$ cat config.mk
export PLATFORM = sky130hd
export DESIGN_NAME = iso2022jp_escape_decoder_unit
export DESIGN_NICKNAME = d
export VERILOG_FILES = /design/src/rtl/i2jdec_pkg.sv /design/src/rtl/i2jdec_step.sv /design/src/rtl/iso2022jp_escape_decoder_unit.sv
export SDC_FILE = /design/constraint.sdc
export NUM_CORES = 1
export LEC_CHECK = 0
export BUFFER_PORTS_ARGS = -buffer_cell sky130_fd_sc_hd__buf_2
export CAP_MARGIN = 25
export CORE_UTILIZATION = 57
export CTS_BUF_LIST = sky130_fd_sc_hd__clkbuf_8
export DETAILED_ROUTE_END_ITERATION = 16
export PLACE_DENSITY = 0.79
export SYNTH_ARGS = -nofsm -noshare
export SYNTH_HDL_FRONTEND = slang
export SYNTH_SLANG_ARGS = --single-unit
$ cat constraint.sdc
create_clock -name clk -period 6 [get_ports clk]
set_input_delay 0.6 -clock clk [delete_from_list [all_inputs] [get_ports clk]]
set_output_delay 0.6 -clock clk [all_outputs]
set_load 0.1 [all_outputs]
$ cat src/rtl/i2jdec_pkg.sv
// Package for the ISO-2022-JP escape decoder: byte constants, set codes,
// escape phase encoding and the state and result structs.
// No dependencies.
package i2jdec_pkg;

	localparam logic [7:0] ESC_BYTE    = 8'h1B;
	localparam logic [7:0] CR_BYTE     = 8'h0D;
	localparam logic [7:0] DOLLAR_BYTE = 8'h24;
	localparam logic [7:0] AMP_BYTE    = 8'h26;
	localparam logic [7:0] LPAREN_BYTE = 8'h28;
	localparam logic [7:0] AT_BYTE     = 8'h40;
	localparam logic [7:0] B_BYTE      = 8'h42;
	localparam logic [7:0] J_BYTE      = 8'h4A;
	localparam logic [7:0] I_BYTE      = 8'h49;
	localparam logic [7:0] KANA_LOW    = 8'h20;
	localparam logic [7:0] KANA_HIGH   = 8'h60;
	localparam logic [7:0] KANA_OFFSET = 8'h80;

	typedef enum logic [2:0] {
		SET_ASCII = 3'd0,
		SET_ROMAN = 3'd1,
		SET_KANA  = 3'd2,
		SET_K1978 = 3'd3,
		SET_K1983 = 3'd4,
		SET_K1990 = 3'd5
	} char_set_t;

	typedef enum logic [7:0] {
		PH_START   = 8'b0000_0001,
		PH_ESC     = 8'b0000_0010,
		PH_DOLLAR  = 8'b0000_0100,
		PH_AMP     = 8'b0000_1000,
		PH_LPAREN  = 8'b0001_0000,
		PH_AMP_AT  = 8'b0010_0000,
		PH_ESC2    = 8'b0100_0000,
		PH_DOLLAR2 = 8'b1000_0000
	} phase_t;

	typedef struct packed {
		phase_t    phase;
		char_set_t active_set;
		logic [7:0] lead_byte;
		logic       lead_pending;
	} dec_state_t;

	typedef struct packed {
		logic       valid;
		logic       status;
		char_set_t  char_set;
		logic [15:0] char_code;
	} dec_result_t;

endpackage

$ cat src/rtl/i2jdec_step.sv
// Combinational next-state and result logic for one stream byte.
// Depends on i2jdec_pkg.
module i2jdec_step
	import i2jdec_pkg::*;
(
	input  dec_state_t  cur,
	input  logic [7:0]  byte_in,
	input  logic        drop_cr,
	output dec_state_t  nxt,
	output dec_result_t res
);

	dec_result_t fail_res;
	logic        is_kanji;

	assign fail_res = '{valid: 1'b1, status: 1'b1, char_set: cur.active_set,
		char_code: 16'h0000};
	assign is_kanji = (cur.active_set == SET_K1978) || (cur.active_set == SET_K1983) ||
		(cur.active_set == SET_K1990);

	always_comb begin
		nxt = cur;
		res = '{valid: 1'b0, status: 1'b0, char_set: cur.active_set, char_code: 16'h0000};
		unique case (cur.phase)
			PH_START: begin
				if (byte_in == ESC_BYTE) begin
					nxt.lead_byte    = 8'h00;
					nxt.lead_pending = 1'b0;
					nxt.phase        = PH_ESC;
				end else if (is_kanji) begin
					if (!cur.lead_pending) begin
						nxt.lead_byte    = byte_in;
						nxt.lead_pending = 1'b1;
					end else begin
						nxt.lead_byte    = 8'h00;
						nxt.lead_pending = 1'b0;
						res.valid        = 1'b1;
						res.char_code    = {cur.lead_byte, byte_in};
					end
				end else if (cur.active_set == SET_KANA) begin
					if (byte_in > KANA_LOW && byte_in < KANA_HIGH) begin
						res.valid     = 1'b1;
						res.char_code = {8'h00, byte_in + KANA_OFFSET};
					end else begin
						res = fail_res;
					end
				end else begin
					// Ascii and roman pass the byte through, a CR optionally dropped.
					if (!(drop_cr && byte_in == CR_BYTE)) begin
						res.valid     = 1'b1;
						res.char_code = {8'h00, byte_in};
					end
				end
			end
			PH_ESC: begin
				if (byte_in == DOLLAR_BYTE) nxt.phase = PH_DOLLAR;
				else if (byte_in == AMP_BYTE) nxt.phase = PH_AMP;
				else if (byte_in == LPAREN_BYTE) nxt.phase = PH_LPAREN;
				else res = fail_res;
			end
			PH_DOLLAR: begin
				if (byte_in == AT_BYTE) begin
					nxt.active_set = SET_K1978;
					nxt.phase      = PH_START;
				end else if (byte_in == B_BYTE) begin
					nxt.active_set = SET_K1983;
					nxt.phase      = PH_START;
				end else begin
					res = fail_res;
				end
			end
			PH_AMP: begin
				if (byte_in == AT_BYTE) nxt.phase = PH_AMP_AT;
				else res = fail_res;
			end
			PH_LPAREN: begin
				if (byte_in == B_BYTE) begin
					nxt.active_set = SET_ASCII;
					nxt.phase      = PH_START;
				end else if (byte_in == J_BYTE) begin
					nxt.active_set = SET_ROMAN;
					nxt.phase      = PH_START;
				end else if (byte_in == I_BYTE) begin
					nxt.active_set = SET_KANA;
					nxt.phase      = PH_START;
				end else begin
					res = fail_res;
				end
			end
			PH_AMP_AT: begin
				if (byte_in == ESC_BYTE) nxt.phase = PH_ESC2;
				else res = fail_res;
			end
			PH_ESC2: begin
				if (byte_in == DOLLAR_BYTE) nxt.phase = PH_DOLLAR2;
				else res = fail_res;
			end
			PH_DOLLAR2: begin
				if (byte_in == B_BYTE) begin
					nxt.active_set = SET_K1990;
					nxt.phase      = PH_START;
				end else begin
					res = fail_res;
				end
			end
			default: begin
				res = fail_res;
			end
		endcase
	end

endmodule

$ cat src/rtl/iso2022jp_escape_decoder_unit.sv
// ISO-2022-JP escape decoder: input word register, decode step, result register.
// Depends on i2jdec_pkg and i2jdec_step.
//
// Usage:
//   Input channel: in_valid / in_stall with stream_byte, one raw byte per word.
//   Output channel: out_valid / out_stall with status, char_set and char_code.
//   A word moves when its valid is high and its stall is low.
//   Configuration: cfg_wen with cfg_wdata writes drop_carriage_return; write it
//   only while no word is in flight.
// Timing:
//   One byte is accepted every cycle while in_stall is low. The decode step works on
//   the byte held in the input register, and its result word is loaded into the
//   result register, from which it can be taken.
//   Escape bytes, kanji lead bytes and dropped carriage returns yield no result word.
// Reset:
//   arst_n clears the pipeline valids, the escape phase (start), the active
//   set (ascii), the held lead byte and the carriage return drop flag.
// Stall:
//   While out_stall holds a result, the input register keeps its byte and
//   in_stall rises once it is full; no word is lost or repeated.
module iso2022jp_escape_decoder_unit
	import i2jdec_pkg::*;
(
	input  logic        clk,
	input  logic        arst_n,
	input  logic        cfg_wen,
	input  logic        cfg_wdata,
	input  logic        in_valid,
	output logic        in_stall,
	input  logic [7:0]  stream_byte,
	output logic        out_valid,
	input  logic        out_stall,
	output logic        status,
	output logic [2:0]  char_set,
	output logic [15:0] char_code
);

	logic        drop_cr_q;
	logic        valid_s1;
	logic [7:0]  byte_s1;
	dec_state_t  state_q;
	dec_state_t  state_nxt;
	dec_result_t res;
	logic        out_valid_q;
	logic        status_q;
	char_set_t   char_set_q;
	logic [15:0] char_code_q;
	logic        out_load;
	logic        advance;
	logic        in_accept;

	assign out_load  = !out_valid_q || !out_stall;
	assign advance   = valid_s1 && out_load;
	assign in_stall  = valid_s1 && !out_load;
	assign in_accept = in_valid && !in_stall;

	i2jdec_step u_step (
		.cur     (state_q),
		.byte_in (byte_s1),
		.drop_cr (drop_cr_q),
		.nxt     (state_nxt),
		.res     (res)
	);

	always_ff @(posedge clk or negedge arst_n) begin
		if (!arst_n) begin
			drop_cr_q <= 1'b0;
		end else if (cfg_wen) begin
			drop_cr_q <= cfg_wdata;
		end
	end

	always_ff @(posedge clk or negedge arst_n) begin
		if (!arst_n) begin
			valid_s1 <= 1'b0;
		end else if (in_accept) begin
			valid_s1 <= 1'b1;
		end else if (advance) begin
			valid_s1 <= 1'b0;
		end
	end

	always_ff @(posedge clk) begin
		if (in_accept) begin
			byte_s1 <= stream_byte;
		end
	end

	always_ff @(posedge clk or negedge arst_n) begin
		if (!arst_n) begin
			state_q <= '{phase: PH_START, active_set: SET_ASCII, lead_byte: 8'h00,
				lead_pending: 1'b0};
		end else if (advance) begin
			state_q <= state_nxt;
		end
	end

	always_ff @(posedge clk or negedge arst_n) begin
		if (!arst_n) begin
			out_valid_q <= 1'b0;
		end else if (out_load) begin
			out_valid_q <= advance && res.valid;
		end
	end

	always_ff @(posedge clk) begin
		if (out_load) begin
			status_q    <= res.status;
			char_set_q  <= res.char_set;
			char_code_q <= res.char_code;
		end
	end

	assign out_valid = out_valid_q;
	assign status    = status_q;
	assign char_set  = char_set_q;
	assign char_code = char_code_q;

endmodule

After elaboration in Yosys (flattened, before gate mapping)

Index checks and enable logic that the tools add are counted.

Add/subtract/negate cells: 1
Order comparisons: 2
Equality and inequality tests: 29
Muxes and demuxes: 45
Reductions and logical operators: 20

Operators by type and width:

| kind                                                          | number |
|---|---|
| 2-to-1 mux 21 bit                                             | 12 |
| one-hot mux 21 bit (8 select lines)                           | 1 |
| 2-to-1 mux 8 bit                                              | 9 |
| 2-to-1 mux 11 bit                                             | 6 |
| one-hot mux 8 bit (8 select lines)                            | 1 |
| 2-to-1 mux 16 bit                                             | 3 |
| equality test 8 x 7 -> 1 bit, second input constant           | 5 |
| equality test 8 x 6 -> 1 bit, second input constant           | 4 |
| 2-to-1 mux 9 bit                                              | 3 |
| equality test 8 x 4 -> 1 bit, second input constant           | 2 |
| equality test 8 x 5 -> 1 bit, second input constant           | 2 |
| 2-to-1 mux 4 bit                                              | 3 |
| != test 2 x 1 -> 1 bit, second input constant                 | 5 |
| AND reduction 10 bit                                          | 1 |
| one-hot mux 3 bit (3 select lines)                            | 1 |
| adder 8 bit, second input constant                            | 1 |
| equality test 8 x 1 -> 1 bit, second input constant           | 1 |
| equality test 8 x 2 -> 1 bit, second input constant           | 1 |
| equality test 8 x 3 -> 1 bit, second input constant           | 1 |
| equality test 8 bit, second input constant                    | 1 |
| greater-than comparator 8 x 6 -> 1 bit, second input constant | 1 |
| < comparator 8 x 7 -> 1 bit, second input constant            | 1 |
| != test 4 x 1 -> 1 bit, second input constant                 | 2 |
| nonzero test 8 bit                                            | 1 |
| other kinds (11)                                              | 29 |

Bits in registers: 51
Output and inout port bits: 22
Word-level logic and storage cells: 108

Logic depth before layout (Yosys ltp)

Depth in word-level cells: 8
Depth in mapped cells: 8
Gate-level depth less buffers: 6

Modules after synthesis

From an unflattened synthesis, not the netlist that was laid out.

Cells, all modules: 240
Area, all modules: 2831.5 um2

By module, submodules not included:

| module                        | instances | cells an instance | area each (um2) | seq. area each (um2) |
|---|---|---|---|---|
| iso2022jp_escape_decoder_unit | 1         | 82                | 1724.2          | 1417.6 |
| i2jdec_step                   | 1         | 158               | 1107.3          | 0.0 |

Least setup slack after synthesis

No wires, ideal clock.

Path type: register to register
From: register out_valid_q, in the netlist out_valid
To: register state_q[7] (netlist name)
Library setup time: 0.136 ns
Data arrival time: 2.427 ns
Path slack: 3.437 ns
Stages on the path, launching flop included: 5
Buffers on the path: 1
Clock period less this slack: 2.563 ns
Path through: dfrtp_1 > nand2_1 > nand4_1 > clkbuf_1 > o21ai_0

Cells in the longest elaborated chain, start to end: 4

RTL lines:

| element                              | RTL line                             | RTL |
|---|---|---|
| from (decl)                          | iso2022jp_escape_decoder_unit.sv:44  | `logic out_valid_q;` |
| from (signal assigned)               | iso2022jp_escape_decoder_unit.sv:102 | `out_valid_q <= advance && res.valid;` |
| zero test 1 bit                      | iso2022jp_escape_decoder_unit.sv:52  | `assign out_load = !out_valid_q \|\| !out_stall;` |
| logical OR 1 bit                     | iso2022jp_escape_decoder_unit.sv:52  |  |
| via out_load                         | iso2022jp_escape_decoder_unit.sv:48  | `logic out_load;` |
| logical AND 1 bit                    | iso2022jp_escape_decoder_unit.sv:53  | `assign advance = valid_s1 && out_load;` |
| AND reduction 3 bit (no source line) | -                                    |  |
| to (signal assigned)                 | iso2022jp_escape_decoder_unit.sv:91  | `state_q <= '{phase: PH_START, active_set: SET_ASCII, lead_byte: 8'h00,` |
| to (signal assigned)                 | iso2022jp_escape_decoder_unit.sv:94  | `state_q <= state_nxt;` |
| to (decl)                            | iso2022jp_escape_decoder_unit.sv:41  | `dec_state_t state_q;` |

The timed path passes the listed nets, and every way through them passes these cells.
A chain may end at the register's enable or synchronous reset.

Final worst setup path

From: register state_q[19] (netlist name)
To: register state_q[18] (netlist name)

Cells in the longest elaborated chain, start to end: 3

RTL lines:

| element                                                         | RTL line          | RTL |
|---|---|---|
| equality test 8 x 5 -> 1 bit (tied with other cells)            | i2jdec_step.sv:24 | `unique case (cur.phase)` |
| != test 4 x 1 -> 1 bit (no source line) (tied with other cells) | -                 |  |
| AND reduction 10 bit (no source line)                           | -                 |  |

Parallel ways exist; a longest one is shown, timed or not.

==> impl_metrics.csv <==
group,metric,value,unit
sta,hold_viol_final,0,
logic_synthesis,synth_area,2546,um^2
global_route,overflow,0,
logic_synthesis,yosysUniqueCellTypes,57,
cts,cts_max_level,2,
global_route,grt_start_max_net_pins,25,
critical_path,cp.required,6200,ps
logic_synthesis,syn_avg_cell_area,11.27,um^2
logic_synthesis,ys_ff_latch,51,
critical_path,critPathCaptureType,"flip-flop",
drt,drcViolationCount,0,
global_route,grt_pass1_vias,1800,
critical_path,crit_type,"flip-flop to flip-flop",
critical_path,cp_data_arrival_time,2670,ps
outcome,status,"finished, final reports clean",
die,die_x,68.84,um
drt,wl_per_cell,16.12,um
logic_synthesis,syn_nets,240,
power_and_ir_drop,switching_share,0.2839,
cells_and_area,multiInputGateArea,1037,um^2
cells_and_area,fin_nets,274,
cts,postCtsResizedCells,0,
cts,cts_hold_buffers,0,
cells_and_area,fillers,314,
sta,setup_violations,0,
drt,detail_route.wirelength,5012,um
logic_synthesis,synth_commonest_cells,"edfxtp_1 (28), dfrtp_1 (22), nand2_1 (21)",
logic_synthesis,synth_area_leaders,"edfxtp_1 (33%), dfrtp_1 (22%), and2_1 (3.4%)",
drt,antenna_left,0,
logic_synthesis,async_reset_ff_frac,0.4510,
placement,place_congestion,0.9511,
job,drv_cap,0,
cts,cts.clk_slew.worst_paths,100,ps
logic_synthesis,ys_seq_area_frac,0.5568,
sta,finalCritPeriodShare,0.4123,
global_route,antenna_found_initial,0,
cts,cts_buffers,5,
global_route,grtUsageTotal,0.2485,
die,die_h,68.84,um
critical_path,worst-path-max-fanout,9,
cells_and_area,layout-area-overhead-vs-synth,11.60,%
sta,fin_setup_tns,0,ps
logic_synthesis,syn_inst,226,
cts,cts_root_buf,"clkbuf_8",
drt,vias,1841,
die,io_pins,36,
logic_synthesis,ys.flop_type,"edfxtp_1",
power_and_ir_drop,power_density,255.8,nW/um^2
logic_synthesis,synth_area_leader_cell,"edfxtp_1",
cells_and_area,diodes,0,
cts,cts_tree,"built",
logic_synthesis,synth.most_common_cell,"edfxtp_1",
die,placementRows,23,
power_and_ir_drop,pwr-share-comb,0.134,
placement,port_buffers,35,
drt,drtIter0Drc,164,
placement,hpwl,3600,um
sta,fin_crit,2474,ps
die,start_util,0.6144,
worst_hold_path,worstHoldPathType,"input pin to asynchronous set/reset pin",
sta,relSlewSlack,0.3634,
placement,post-place-ws,3267,ps
die,core,4144,um^2
sta,fmax,0.4042,GHz
power_and_ir_drop,peakVddDrop,0.1778,mV
die,dieArea,4738,um^2
power_and_ir_drop,seq_power_share,0.544,
logic_synthesis,yosysWarnings,0,
drt,first_pass_iters,5,
power_and_ir_drop,clkPwrFrac,0.323,
cells_and_area,ff_latch_area,1418,um^2
cells_and_area,drive_above_1_share,0.2375,
cts,clock_latency,310,ps
cts,clockBufferDepth,2,
critical_path,cp-start-kind,"flip-flop",
power_and_ir_drop,power_leakage,1.199,nW
sta,skew,8.380,ps
cts,cts.sinks,51,
drt,viasPerCell,5.920,
cts,cts_setup_buffers,0,
power_and_ir_drop,p_int,0.0005206,W
sta,tightest_slew,952.6,ps
sta,rsz0062_at_grt,"false",
sta,setup_slack,3526,ps
power_and_ir_drop,power.switching,0.0002064,W
global_route,grt_pass1_wl,8397,um
sta,maxSlewViolCount,0,
logic_synthesis,synth-edff-count,28,
logic_synthesis,synth_top_area_share,0.3302,
## stage by stage
step	hold WS (ps)	util	cell area, um^2	cells	total power [W]
floorplan	304.4	-	2546	226	0.0004787
global placement	456.4	0.6597	2734	303	0.0004988
detailed placement	462.6	0.6597	2734	303	0.0005002
CTS	279.7	0.6857	2841	311	0.0007264
global route	307.1	0.6857	2841	311	0.0007463
finish	263.2	0.6857	2841	311	0.0007270
## registers in the layout, indices dropped and copies added, names as in the netlist
name,cells
drop_cr_q,1
char_set,3
valid_s1,1
state_q,20
byte_s1,8
out_valid,1
char_code,16
status,1
## path summary, 6_finish.rpt
path | from | end | slack (ps) | depth (start not counted)
setup / recovery | state_q[19] | state_q[18] | 3530 | 6
hold / removal | arst_n | state_q[1] | 260 | 1
setup reg to reg | state_q[19] | state_q[18] | 3530 | 6
hold reg to reg | state_q[6] | state_q[6] | 480 | 2
max in group asynchronous | arst_n | state_q[12] | 5370 | 1
min in group clk | stream_byte[6] | byte_s1[6] | 470 | 1
## power by group through the flow
stage | Clock, W | Sequential [W] | Combinational [W]
2_1_floorplan | 0 | 0.000457 | 0.0000220
3_3_place_gp | 0 | 0.000402 | 0.0000964
3_5_place_dp | 0 | 0.000403 | 0.0000975
4_1_cts | 0.000233 | 0.000395 | 0.0000978
5_1_grt | 0.000247 | 0.000398 | 0.000102
6_report | 0.000234 | 0.000395 | 0.0000973
## kinds of logic after synthesis
logic type             synth area share
AO/OA/AOI/OAI                    0.1032
XOR/XNOR                       0.006881
buffers and inverters           0.03587
flip-flops                       0.5568
multiplexers                    0.05405
AND/OR/NAND/NOR                  0.2433
## cell type report
cell class	instances	area share
Clock inverter	3	0.01365
Clock buffer	5	0.02422
Sequential cell	51	0.4989
Tap cell	50	0.02202
Inverter	11	0.01453
Timing Repair Buffer	35	0.06165
Multi-Input combinational cell	156	0.3650
## metal layers
metal | GRT usage | vias to the layer above | wire [um]
met3 | 0.05592 | 10 | 285
met4 | 0.1071 | 0 | 99
met2 | 0.3934 | 65 | 2430
met1 | 0.3280 | 872 | 2197
met5 | 0 | - | 0
li1 | - | 894 | -
## worst max-delay path: stages, from the launching register on
cell	delay [ps]
dfrtp_1	510
nor3_1	400
o21ai_1	120
a2111oi_0	420
nor3_1	200
nor3_4	380
mux2_4	330
## cell usage in the layout (no fill, tap or decap), drive strengths merged, types with 3 or more instances in the layout
cell / synthesis / routed
and2: 14 / 14
buf: 6 / 35
clkbuf: 2 / 5
dfrtp: 22 / 22
edfxtp: 28 / 28
inv: 11 / 11
mux2: 8 / 8
mux2i: 4 / 4
nand2: 21 / 21
nand2b: 5 / 5
nand3: 8 / 8
nand4: 7 / 7
nor2: 14 / 14
nor2b: 4 / 4
nor3: 11 / 11
nor3b: 4 / 4
nor4: 3 / 3
o21ai: 15 / 15
Note: power is estimated with default switching activity, not from simulation.
